--- src/hdl/hzc_pkg.sv ---
package hzc_pkg;

  localparam int NSTAGE = 7;
  localparam int S_IF1  = 0;
  localparam int S_ID   = 2;
  localparam int S_EX   = 3;
  localparam int S_MEM1 = 4;
  localparam int S_MEM2 = 5;
  localparam int S_WB   = 6;

  localparam int DEF_SQUASH_SLOTS = 3;
  localparam int DEF_ADDR_WIDTH   = 32;

  localparam logic [3:0] KIND_NOP      = 4'd0;
  localparam logic [3:0] KIND_RTYPE    = 4'd1;
  localparam logic [3:0] KIND_ITYPE    = 4'd2;
  localparam logic [3:0] KIND_LOAD     = 4'd3;
  localparam logic [3:0] KIND_STORE    = 4'd4;
  localparam logic [3:0] KIND_BRANCH   = 4'd5;
  localparam logic [3:0] KIND_JTYPE    = 4'd6;
  localparam logic [3:0] KIND_SPECIAL  = 4'd7;
  localparam logic [3:0] KIND_JRTYPE   = 4'd8;
  localparam logic [3:0] KIND_SQUASHED = 4'd9;

  localparam logic [2:0] CAUSE_NORMAL  = 3'd0;
  localparam logic [2:0] CAUSE_STRUCT  = 3'd1;
  localparam logic [2:0] CAUSE_LU_MEM1 = 3'd2;
  localparam logic [2:0] CAUSE_LU_MEM2 = 3'd3;
  localparam logic [2:0] CAUSE_FREEZE  = 3'd4;
  localparam logic [2:0] CAUSE_SQUASH  = 3'd5;

  localparam logic [31:0] CNT_MAX = 32'hffff_ffff;

  // consumer of the given kind reads register r
  function automatic logic reads_reg(input logic [3:0] kind, input logic [4:0] ra,
                                     input logic [4:0] rb, input logic [4:0] r);
    logic hit;
    hit = 1'b0;
    case (kind)
      KIND_ITYPE, KIND_JRTYPE:           hit = (ra == r);
      KIND_RTYPE, KIND_STORE, KIND_BRANCH: hit = (ra == r) || (rb == r);
      default:                           hit = 1'b0;
    endcase
    return hit;
  endfunction

endpackage

--- src/hdl/hzc_if.sv ---
interface hzc_offer_if;
  logic        valid;
  logic        ready;
  logic        offer_valid;
  logic [3:0]  instr_kind;
  logic [4:0]  src_reg_a;
  logic [4:0]  src_reg_b;
  logic [4:0]  dest_reg;
  logic [31:0] instr_pc;
  logic [31:0] instr_addr;

  modport source(output valid, offer_valid, instr_kind, src_reg_a, src_reg_b, dest_reg,
                 instr_pc, instr_addr, input ready);
  modport sink(input valid, offer_valid, instr_kind, src_reg_a, src_reg_b, dest_reg,
               instr_pc, instr_addr, output ready);
endinterface

interface hzc_result_if;
  logic        valid;
  logic        ready;
  logic        offer_taken;
  logic [2:0]  tick_cause;
  logic [3:0]  wb_kind;
  logic [4:0]  wb_src_a;
  logic [4:0]  wb_src_b;
  logic [4:0]  wb_dest;
  logic [31:0] wb_pc;
  logic [31:0] wb_addr;
  logic [31:0] bubble_count;
  logic [31:0] squash_count;

  modport source(output valid, offer_taken, tick_cause, wb_kind, wb_src_a, wb_src_b,
                 wb_dest, wb_pc, wb_addr, bubble_count, squash_count, input ready);
  modport sink(input valid, offer_taken, tick_cause, wb_kind, wb_src_a, wb_src_b,
               wb_dest, wb_pc, wb_addr, bubble_count, squash_count, output ready);
endinterface

--- src/hdl/seven_stage_pipeline_hazard_control_core.sv ---
// Hazard control for a seven-stage in-order pipeline (IF1 IF2 ID EX MEM1 MEM2 WB).
// Each request on the offer channel is one pipeline tick: it may carry a fetched
// instruction (offer_valid) that enters IF1 if the tick advances normally.
// The result channel returns exactly one response per request: whether the offer
// was taken, the cause of the tick, the contents of WB after the tick and
// saturating counts of hazard bubbles and squashed bubbles.
// The response is registered: it is valid in the cycle after the request is accepted.
// Throughput: one request per cycle while responses are taken; the whole tick decision is one level of
// compare and select logic between the stage registers and the response register.
// The response register lets a new request in during the same cycle in which the
// previous response is taken; while the receiver stalls with a response pending,
// offer.ready stays low and the pipeline state holds.
// Reset (synchronous, active high) empties the pipe to NOPs, clears the squash
// countdown and both counters, and drops the response valid.
// A branch or jtype in EX whose address matches the ID PC freezes one tick,
// then SQUASH_SLOTS ticks (taken modulo 4) inject squashed bubbles into EX.
module seven_stage_pipeline_hazard_control_core #(
  parameter int SQUASH_SLOTS = hzc_pkg::DEF_SQUASH_SLOTS,
  parameter int ADDR_WIDTH   = hzc_pkg::DEF_ADDR_WIDTH
) (
  input  logic          clk,
  input  logic          rst,
  hzc_offer_if.sink     offer,
  hzc_result_if.source  result
);
  import hzc_pkg::*;

  typedef struct packed {
    logic [3:0]            kind;
    logic [4:0]            ra;
    logic [4:0]            rb;
    logic [4:0]            rd;
    logic [ADDR_WIDTH-1:0] pc;
    logic [ADDR_WIDTH-1:0] addr;
  } stage_t;

  localparam stage_t NOP_STAGE = '{kind: KIND_NOP, default: '0};
  localparam stage_t SQ_STAGE  = '{kind: KIND_SQUASHED, default: '0};

  stage_t      stage [NSTAGE];
  stage_t      stage_next [NSTAGE];
  logic [1:0]  squash_left, squash_left_next;
  logic [31:0] bubble_counter, bubble_counter_next;
  logic [31:0] squash_counter, squash_counter_next;
  logic        rvalid;
  logic        taken, taken_next;
  logic [2:0]  cause, cause_next;

  logic        accept;
  logic        freeze;
  logic [2:0]  hazard;
  stage_t      fetched;
  logic [63:0] pc_ext, addr_ext, wb_pc_ext, wb_addr_ext;

  assign offer.ready = !rvalid || result.ready;
  assign accept      = offer.valid && offer.ready;

  assign freeze = ((stage[S_EX].kind == KIND_BRANCH) || (stage[S_EX].kind == KIND_JTYPE)) &&
                  (stage[S_EX].addr == stage[S_ID].pc);

  always_comb begin
    if (stage[S_MEM1].kind == KIND_LOAD &&
        reads_reg(stage[S_EX].kind, stage[S_EX].ra, stage[S_EX].rb, stage[S_MEM1].rd)) begin
      hazard = CAUSE_LU_MEM1;
    end else if (stage[S_MEM2].kind == KIND_LOAD &&
        reads_reg(stage[S_EX].kind, stage[S_EX].ra, stage[S_EX].rb, stage[S_MEM2].rd)) begin
      hazard = CAUSE_LU_MEM2;
    end else if ((stage[S_WB].kind == KIND_RTYPE || stage[S_WB].kind == KIND_ITYPE) &&
        reads_reg(stage[S_ID].kind, stage[S_ID].ra, stage[S_ID].rb, stage[S_WB].rd)) begin
      hazard = CAUSE_STRUCT;
    end else begin
      hazard = CAUSE_NORMAL;
    end
  end

  assign pc_ext   = {32'd0, offer.instr_pc};
  assign addr_ext = {32'd0, offer.instr_addr};

  always_comb begin
    fetched = NOP_STAGE;
    if (offer.offer_valid && offer.instr_kind <= KIND_JRTYPE) begin
      fetched.kind = offer.instr_kind;
      fetched.ra   = offer.src_reg_a;
      fetched.rb   = offer.src_reg_b;
      fetched.rd   = offer.dest_reg;
      fetched.pc   = pc_ext[ADDR_WIDTH-1:0];
      fetched.addr = addr_ext[ADDR_WIDTH-1:0];
    end
  end

  always_comb begin
    for (int i = 0; i < NSTAGE; i++) begin
      stage_next[i] = stage[i];
    end
    squash_left_next    = squash_left;
    bubble_counter_next = bubble_counter;
    squash_counter_next = squash_counter;
    taken_next          = 1'b0;
    cause_next          = CAUSE_NORMAL;
    if (squash_left != 2'd0) begin
      squash_left_next = squash_left - 2'd1;
      if (squash_counter != CNT_MAX) begin
        squash_counter_next = squash_counter + 32'd1;
      end
      for (int i = S_WB; i > S_EX; i--) begin
        stage_next[i] = stage[i-1];
      end
      stage_next[S_EX] = SQ_STAGE;
      cause_next = CAUSE_SQUASH;
    end else if (freeze) begin
      squash_left_next = 2'(SQUASH_SLOTS);
      cause_next = CAUSE_FREEZE;
    end else begin
      cause_next = hazard;
      case (hazard)
        CAUSE_NORMAL: begin
          for (int i = S_WB; i > S_IF1; i--) begin
            stage_next[i] = stage[i-1];
          end
          stage_next[S_IF1] = fetched;
          taken_next = offer.offer_valid;
        end
        CAUSE_LU_MEM1: begin
          stage_next[S_WB]   = stage[S_MEM2];
          stage_next[S_MEM2] = stage[S_MEM1];
          stage_next[S_MEM1] = NOP_STAGE;
        end
        CAUSE_LU_MEM2: begin
          stage_next[S_WB]   = stage[S_MEM2];
          stage_next[S_MEM2] = NOP_STAGE;
        end
        default: begin
          stage_next[S_WB]   = stage[S_MEM2];
          stage_next[S_MEM2] = stage[S_MEM1];
          stage_next[S_MEM1] = stage[S_EX];
          stage_next[S_EX]   = NOP_STAGE;
        end
      endcase
      if (hazard != CAUSE_NORMAL && bubble_counter != CNT_MAX) begin
        bubble_counter_next = bubble_counter + 32'd1;
      end
    end
  end

  always_ff @(posedge clk) begin
    if (rst) begin
      for (int i = 0; i < NSTAGE; i++) begin
        stage[i] <= NOP_STAGE;
      end
      squash_left    <= 2'd0;
      bubble_counter <= 32'd0;
      squash_counter <= 32'd0;
      rvalid         <= 1'b0;
      taken          <= 1'b0;
      cause          <= CAUSE_NORMAL;
    end else begin
      if (accept) begin
        for (int i = 0; i < NSTAGE; i++) begin
          stage[i] <= stage_next[i];
        end
        squash_left    <= squash_left_next;
        bubble_counter <= bubble_counter_next;
        squash_counter <= squash_counter_next;
        taken          <= taken_next;
        cause          <= cause_next;
        rvalid         <= 1'b1;
      end else if (result.ready) begin
        rvalid <= 1'b0;
      end
    end
  end

  // state only moves on a request, so WB and counters hold the pending response
  assign wb_pc_ext   = 64'(stage[S_WB].pc);
  assign wb_addr_ext = 64'(stage[S_WB].addr);

  assign result.valid        = rvalid;
  assign result.offer_taken  = taken;
  assign result.tick_cause   = cause;
  assign result.wb_kind      = stage[S_WB].kind;
  assign result.wb_src_a     = stage[S_WB].ra;
  assign result.wb_src_b     = stage[S_WB].rb;
  assign result.wb_dest      = stage[S_WB].rd;
  assign result.wb_pc        = wb_pc_ext[31:0];
  assign result.wb_addr      = wb_addr_ext[31:0];
  assign result.bubble_count = bubble_counter;
  assign result.squash_count = squash_counter;

  a_squash_countdown: assert property (@(posedge clk) disable iff (rst)
    accept && squash_left != 2'd0 |=> squash_left == $past(squash_left) - 2'd1)
    else $error("squash countdown did not step");

  a_freeze_arms: assert property (@(posedge clk) disable iff (rst)
    accept && squash_left == 2'd0 && freeze |=> squash_left == 2'(SQUASH_SLOTS))
    else $error("freeze did not arm squash countdown");

  a_squash_fills_ex: assert property (@(posedge clk) disable iff (rst)
    accept && squash_left != 2'd0 |=> stage[S_EX].kind == KIND_SQUASHED &&
    cause == CAUSE_SQUASH)
    else $error("squash tick without squashed bubble in EX");

  a_taken_only_normal: assert property (@(posedge clk) disable iff (rst)
    rvalid && taken |-> cause == CAUSE_NORMAL)
    else $error("offer taken on a stalled tick");

endmodule
--- src/flat_wrapper.sv ---
// flat-port wrapper written by rule: the top's interface ports become plain ports
module seven_stage_pipeline_hazard_control_core_flat import hzc_pkg::*;
#(
  parameter int SQUASH_SLOTS = hzc_pkg::DEF_SQUASH_SLOTS,
  parameter int ADDR_WIDTH   = hzc_pkg::DEF_ADDR_WIDTH
)
  (clk, rst, offer_valid, offer_offer_valid, offer_instr_kind, offer_src_reg_a, offer_src_reg_b, offer_dest_reg, offer_instr_pc, offer_instr_addr, offer_ready, result_valid, result_offer_taken, result_tick_cause, result_wb_kind, result_wb_src_a, result_wb_src_b, result_wb_dest, result_wb_pc, result_wb_addr, result_bubble_count, result_squash_count, result_ready);
  hzc_offer_if offer_i ();
  hzc_result_if result_i ();
  input  logic clk;
  input  logic rst;
  input wire logic [$bits(offer_i.valid)-1:0] offer_valid;
  input wire logic [$bits(offer_i.offer_valid)-1:0] offer_offer_valid;
  input wire logic [$bits(offer_i.instr_kind)-1:0] offer_instr_kind;
  input wire logic [$bits(offer_i.src_reg_a)-1:0] offer_src_reg_a;
  input wire logic [$bits(offer_i.src_reg_b)-1:0] offer_src_reg_b;
  input wire logic [$bits(offer_i.dest_reg)-1:0] offer_dest_reg;
  input wire logic [$bits(offer_i.instr_pc)-1:0] offer_instr_pc;
  input wire logic [$bits(offer_i.instr_addr)-1:0] offer_instr_addr;
  output wire logic [$bits(offer_i.ready)-1:0] offer_ready;
  output wire logic [$bits(result_i.valid)-1:0] result_valid;
  output wire logic [$bits(result_i.offer_taken)-1:0] result_offer_taken;
  output wire logic [$bits(result_i.tick_cause)-1:0] result_tick_cause;
  output wire logic [$bits(result_i.wb_kind)-1:0] result_wb_kind;
  output wire logic [$bits(result_i.wb_src_a)-1:0] result_wb_src_a;
  output wire logic [$bits(result_i.wb_src_b)-1:0] result_wb_src_b;
  output wire logic [$bits(result_i.wb_dest)-1:0] result_wb_dest;
  output wire logic [$bits(result_i.wb_pc)-1:0] result_wb_pc;
  output wire logic [$bits(result_i.wb_addr)-1:0] result_wb_addr;
  output wire logic [$bits(result_i.bubble_count)-1:0] result_bubble_count;
  output wire logic [$bits(result_i.squash_count)-1:0] result_squash_count;
  input wire logic [$bits(result_i.ready)-1:0] result_ready;
  assign offer_i.valid = offer_valid;
  assign offer_i.offer_valid = offer_offer_valid;
  assign offer_i.instr_kind = offer_instr_kind;
  assign offer_i.src_reg_a = offer_src_reg_a;
  assign offer_i.src_reg_b = offer_src_reg_b;
  assign offer_i.dest_reg = offer_dest_reg;
  assign offer_i.instr_pc = offer_instr_pc;
  assign offer_i.instr_addr = offer_instr_addr;
  assign offer_ready = offer_i.ready;
  assign result_valid = result_i.valid;
  assign result_offer_taken = result_i.offer_taken;
  assign result_tick_cause = result_i.tick_cause;
  assign result_wb_kind = result_i.wb_kind;
  assign result_wb_src_a = result_i.wb_src_a;
  assign result_wb_src_b = result_i.wb_src_b;
  assign result_wb_dest = result_i.wb_dest;
  assign result_wb_pc = result_i.wb_pc;
  assign result_wb_addr = result_i.wb_addr;
  assign result_bubble_count = result_i.bubble_count;
  assign result_squash_count = result_i.squash_count;
  assign result_i.ready = result_ready;
  seven_stage_pipeline_hazard_control_core #(.SQUASH_SLOTS(SQUASH_SLOTS), .ADDR_WIDTH(ADDR_WIDTH)) u_core (.clk(clk), .rst(rst), .offer(offer_i), .result(result_i));
endmodule
--- config.mk ---
export PLATFORM = sky130hd
export DESIGN_NAME = seven_stage_pipeline_hazard_control_core_flat
export DESIGN_NICKNAME = d
export VERILOG_FILES = /design/src/hdl/hzc_pkg.sv /design/src/hdl/hzc_if.sv /design/src/hdl/seven_stage_pipeline_hazard_control_core.sv /design/src/flat_wrapper.sv
export SDC_FILE = /design/constraint.sdc
export NUM_CORES = 1
export LEC_CHECK = 0
export BUFFER_PORTS_ARGS = -buffer_cell sky130_fd_sc_hd__buf_4
export CORE_ASPECT_RATIO = 0.5
export CORE_MARGIN = 10
export CORE_UTILIZATION = 41
export CTS_CLUSTER_SIZE = 25
export DETAILED_ROUTE_END_ITERATION = 8
export GPL_TIMING_DRIVEN = 1
export PLACE_DENSITY = 0.62
export SYNTH_ARGS = -nofsm -noshare
export SYNTH_HDL_FRONTEND = slang
export SYNTH_SLANG_ARGS = --single-unit
--- constraint.sdc ---
create_clock -name clk -period 27.8 [get_ports clk]
set_input_delay 2.78 -clock clk [delete_from_list [all_inputs] [get_ports clk]]
set_output_delay 2.78 -clock clk [all_outputs]
set_load 0.1 [all_outputs]
==> reports/results.ini <==
[sta]
fmax_mhz = 164
finalSetupViolCount = 0
min_period_ns = 6.11
fin_setup_tns_ns = 0
fin_crit_sh_pct = 22.0
finalHoldViolCount = 0
fin_skew_ns = 0.0175
final-max-slew-violation-count = 0
rsz0062_at_grt = no
tightestPinTransition_ns = 1.15
slew_headroom_pct = 23.6

[synthesis]
yosysTopAreaCell = edfxtp_1
synth_edf_count = 581
yosysWarnings = 0
ys_async_sr_fraction_pct = 0
synth-main-ff-cell = edfxtp_1
syn_inst = 1771
ys_types = 57
synth_fp_nets = 1862
synth_top_area_share_pct = 67.6
synthTopCellsByArea = edfxtp_1 68%, and2_1 12%, dfxtp_1 5.5%
synth_area_per_cell_sq_um = 14.6
yosys-top-cells-count = 581 x edfxtp_1, 500 x and2_1, 103 x nor2b_1
post-synth-top-count-cell = edfxtp_1
syn_area_sq_um = 25800
synth_seq_area_share_pct = 73.1
synth_seq_cells = 652

[power_and_ir_drop]
power_leakage_nw = 11.7
p_per_area_nw_per_um2 = 69.7
peakVddDrop_uv = 46.6

[clock_tree]
tritoncts = built
clkSinkCount = 652
cts_setup_buffers = 0
cts-buffers-inserted = 59
cts_max_path_buffers = 3
cts.hold.buffers_added = 0
worst_skew_pair.late_latency_ns = 0.60
clkTransAtPathRegs_ns = 0.06
root_buffer = clkbuf_16
cts_max_level = 2
cts_resized = 0

[worst_setup_path]
slowest_stage = buf_4
critPathCaptureType = output pin
slowest_delay_ns = 0.32
arrival_ns = 3.33
required_ns = 25.02
path_buf_inv = 2
path_class = in2out
path_cells = buf_4 -> nand2b_1 -> buf_4
cp-start-kind = primary input
crit_family = buffers and inverters
path_common_cell = buf_4
cp_max_fo = 5

[floorplanning]
coreArea_sq_um = 61700
initial_core_util_pct = 41.8
dieArea_sq_um = 74000
dieHeight_um = 197
die_w_um = 375
io_pins = 241
row_count = 64

[job]
drv_cap = 0

[drt]
ant_nets = 0
vias = 13400
drt_iter0_drc = 807
wl_per_cell_um = 17.6
wirelength_mm = 50.4
post-route-drc-count = 0
vias_per_cell = 4.68
firstDrtPassIters = 4

[global_route]
grt_pass1_vias = 13500
antenna_found_initial = 2
grt_pass1_wl_mm = 78.2
track_usage_pct = 13.3
grt.overflow.total = 0
grt_max_degree = 187

[layout]
syn_to_final_growth_pct = 17.1
fin_util_pct = 48.9
drive_gt1_share_pct = 17.7
final_nets = 2091

[min_path]
holdCritPathClass = reg2reg

[placement]
portBuffers = 240
post-dp-hpwl_mm = 33.0
gp_congestion = 0.784

[status]
status = finished, final reports clean

[cell usage in the layout, fill, tap and decap left out, types with 14 or more instances in the layout]
cell,instances
buf_4,250
nor4_1,24
nand4_1,21
edfxtp_1,581
xnor2_1,38
clkbuf_1,20
clkbuf_16,59
nor3_1,14
xor2_1,60
dfxtp_1,71
and2_1,500
nor2_1,69
nor2b_1,102
nand3_1,27
nand2_1,36
a21oi_1,19
clkinv_1,14
[metrics by stage]
stage                     std cells  instance area, sq um  setup slack (ns)  power [mW]  hold WS (ns)
after floorplan                1771                 25800             15.79        1.33         0.478
after CTS                      2871                 30200             21.66        2.13         0.460
after global placement         2764                 28500             21.03        1.39         0.448
final                          2872                 30200             21.69        2.10         0.458
after detailed placement       2764                 28500             21.02        1.39         0.452
after global routing           2872                 30200             21.36        2.19         0.470
[cell families (layout without fill, tap and decap cells)]
group	count (synthesis)	after routing	synth area share, %
xor+xnor	98	98	3.33
fa+ha+maj	3	3	0.145
buf+inv	93	368	1.43
mux	21	21	0.912
flops	652	652	73.1
compound gates	49	49	1.28
simple gates	855	855	19.8
other cells	0	1	0
[state kept, by name (all words and copies together) (netlist names)]
signal	cells
u_core.result.bubble_count	32
u_core.result.offer_taken	1
u_core.result.squash_count	32
u_core.result.tick_cause	3
u_core.result.valid	1
u_core.squash_left	2
u_core.stage	581
[path summary, 6_finish.rpt]
kind | startpoint | endpoint | slack (ns) | cells after the start
setup / recovery | result_ready | offer_ready | 21.69 | 3
hold reg to reg | u_core.result.offer_taken | u_core.result.offer_taken | 0.46 | 2
setup reg to reg | u_core.stage[3][80] | u_core.stage[4][65] | 23.55 | 9
hold / removal | u_core.result.offer_taken | u_core.result.offer_taken | 0.46 | 2
[tightest hold or removal path: cells and delay by family, from the launching register on]
kind | cells | cell delay, ns
AOI/OAI and AO/OA | 1 | 0.05
DFF | 1 | 0.31
and+or+nand+nor | 1 | 0.05
[per-layer routing]
metal,share of wire (%),vias to the layer above,GRT usage (%)
met5,0,-,0
li1,-,6669,-
met2,51,182,23.3
met1,43,6497,16.6
met4,2.7,0,4.25
met3,3.4,80,2.39
[report_power, final]
group	total (mW)	internal (mW)	switching, mW
Combinational	0.187	0.0476	0.139
Sequential	1.18	1.15	0.0276
Clock	0.743	0.403	0.340
[cell type report]
cell class	count	area, sq um
multi-input combinational	1026	6640
tap	825	1030
inverter	9	33.8
clock buffer	80	1570
fill	5300	31500
timing repair buffer	252	1910
antenna	1	2.50
sequential	652	18900
clock inverter	27	161
Note: power is estimated with default switching activity, not from simulation.
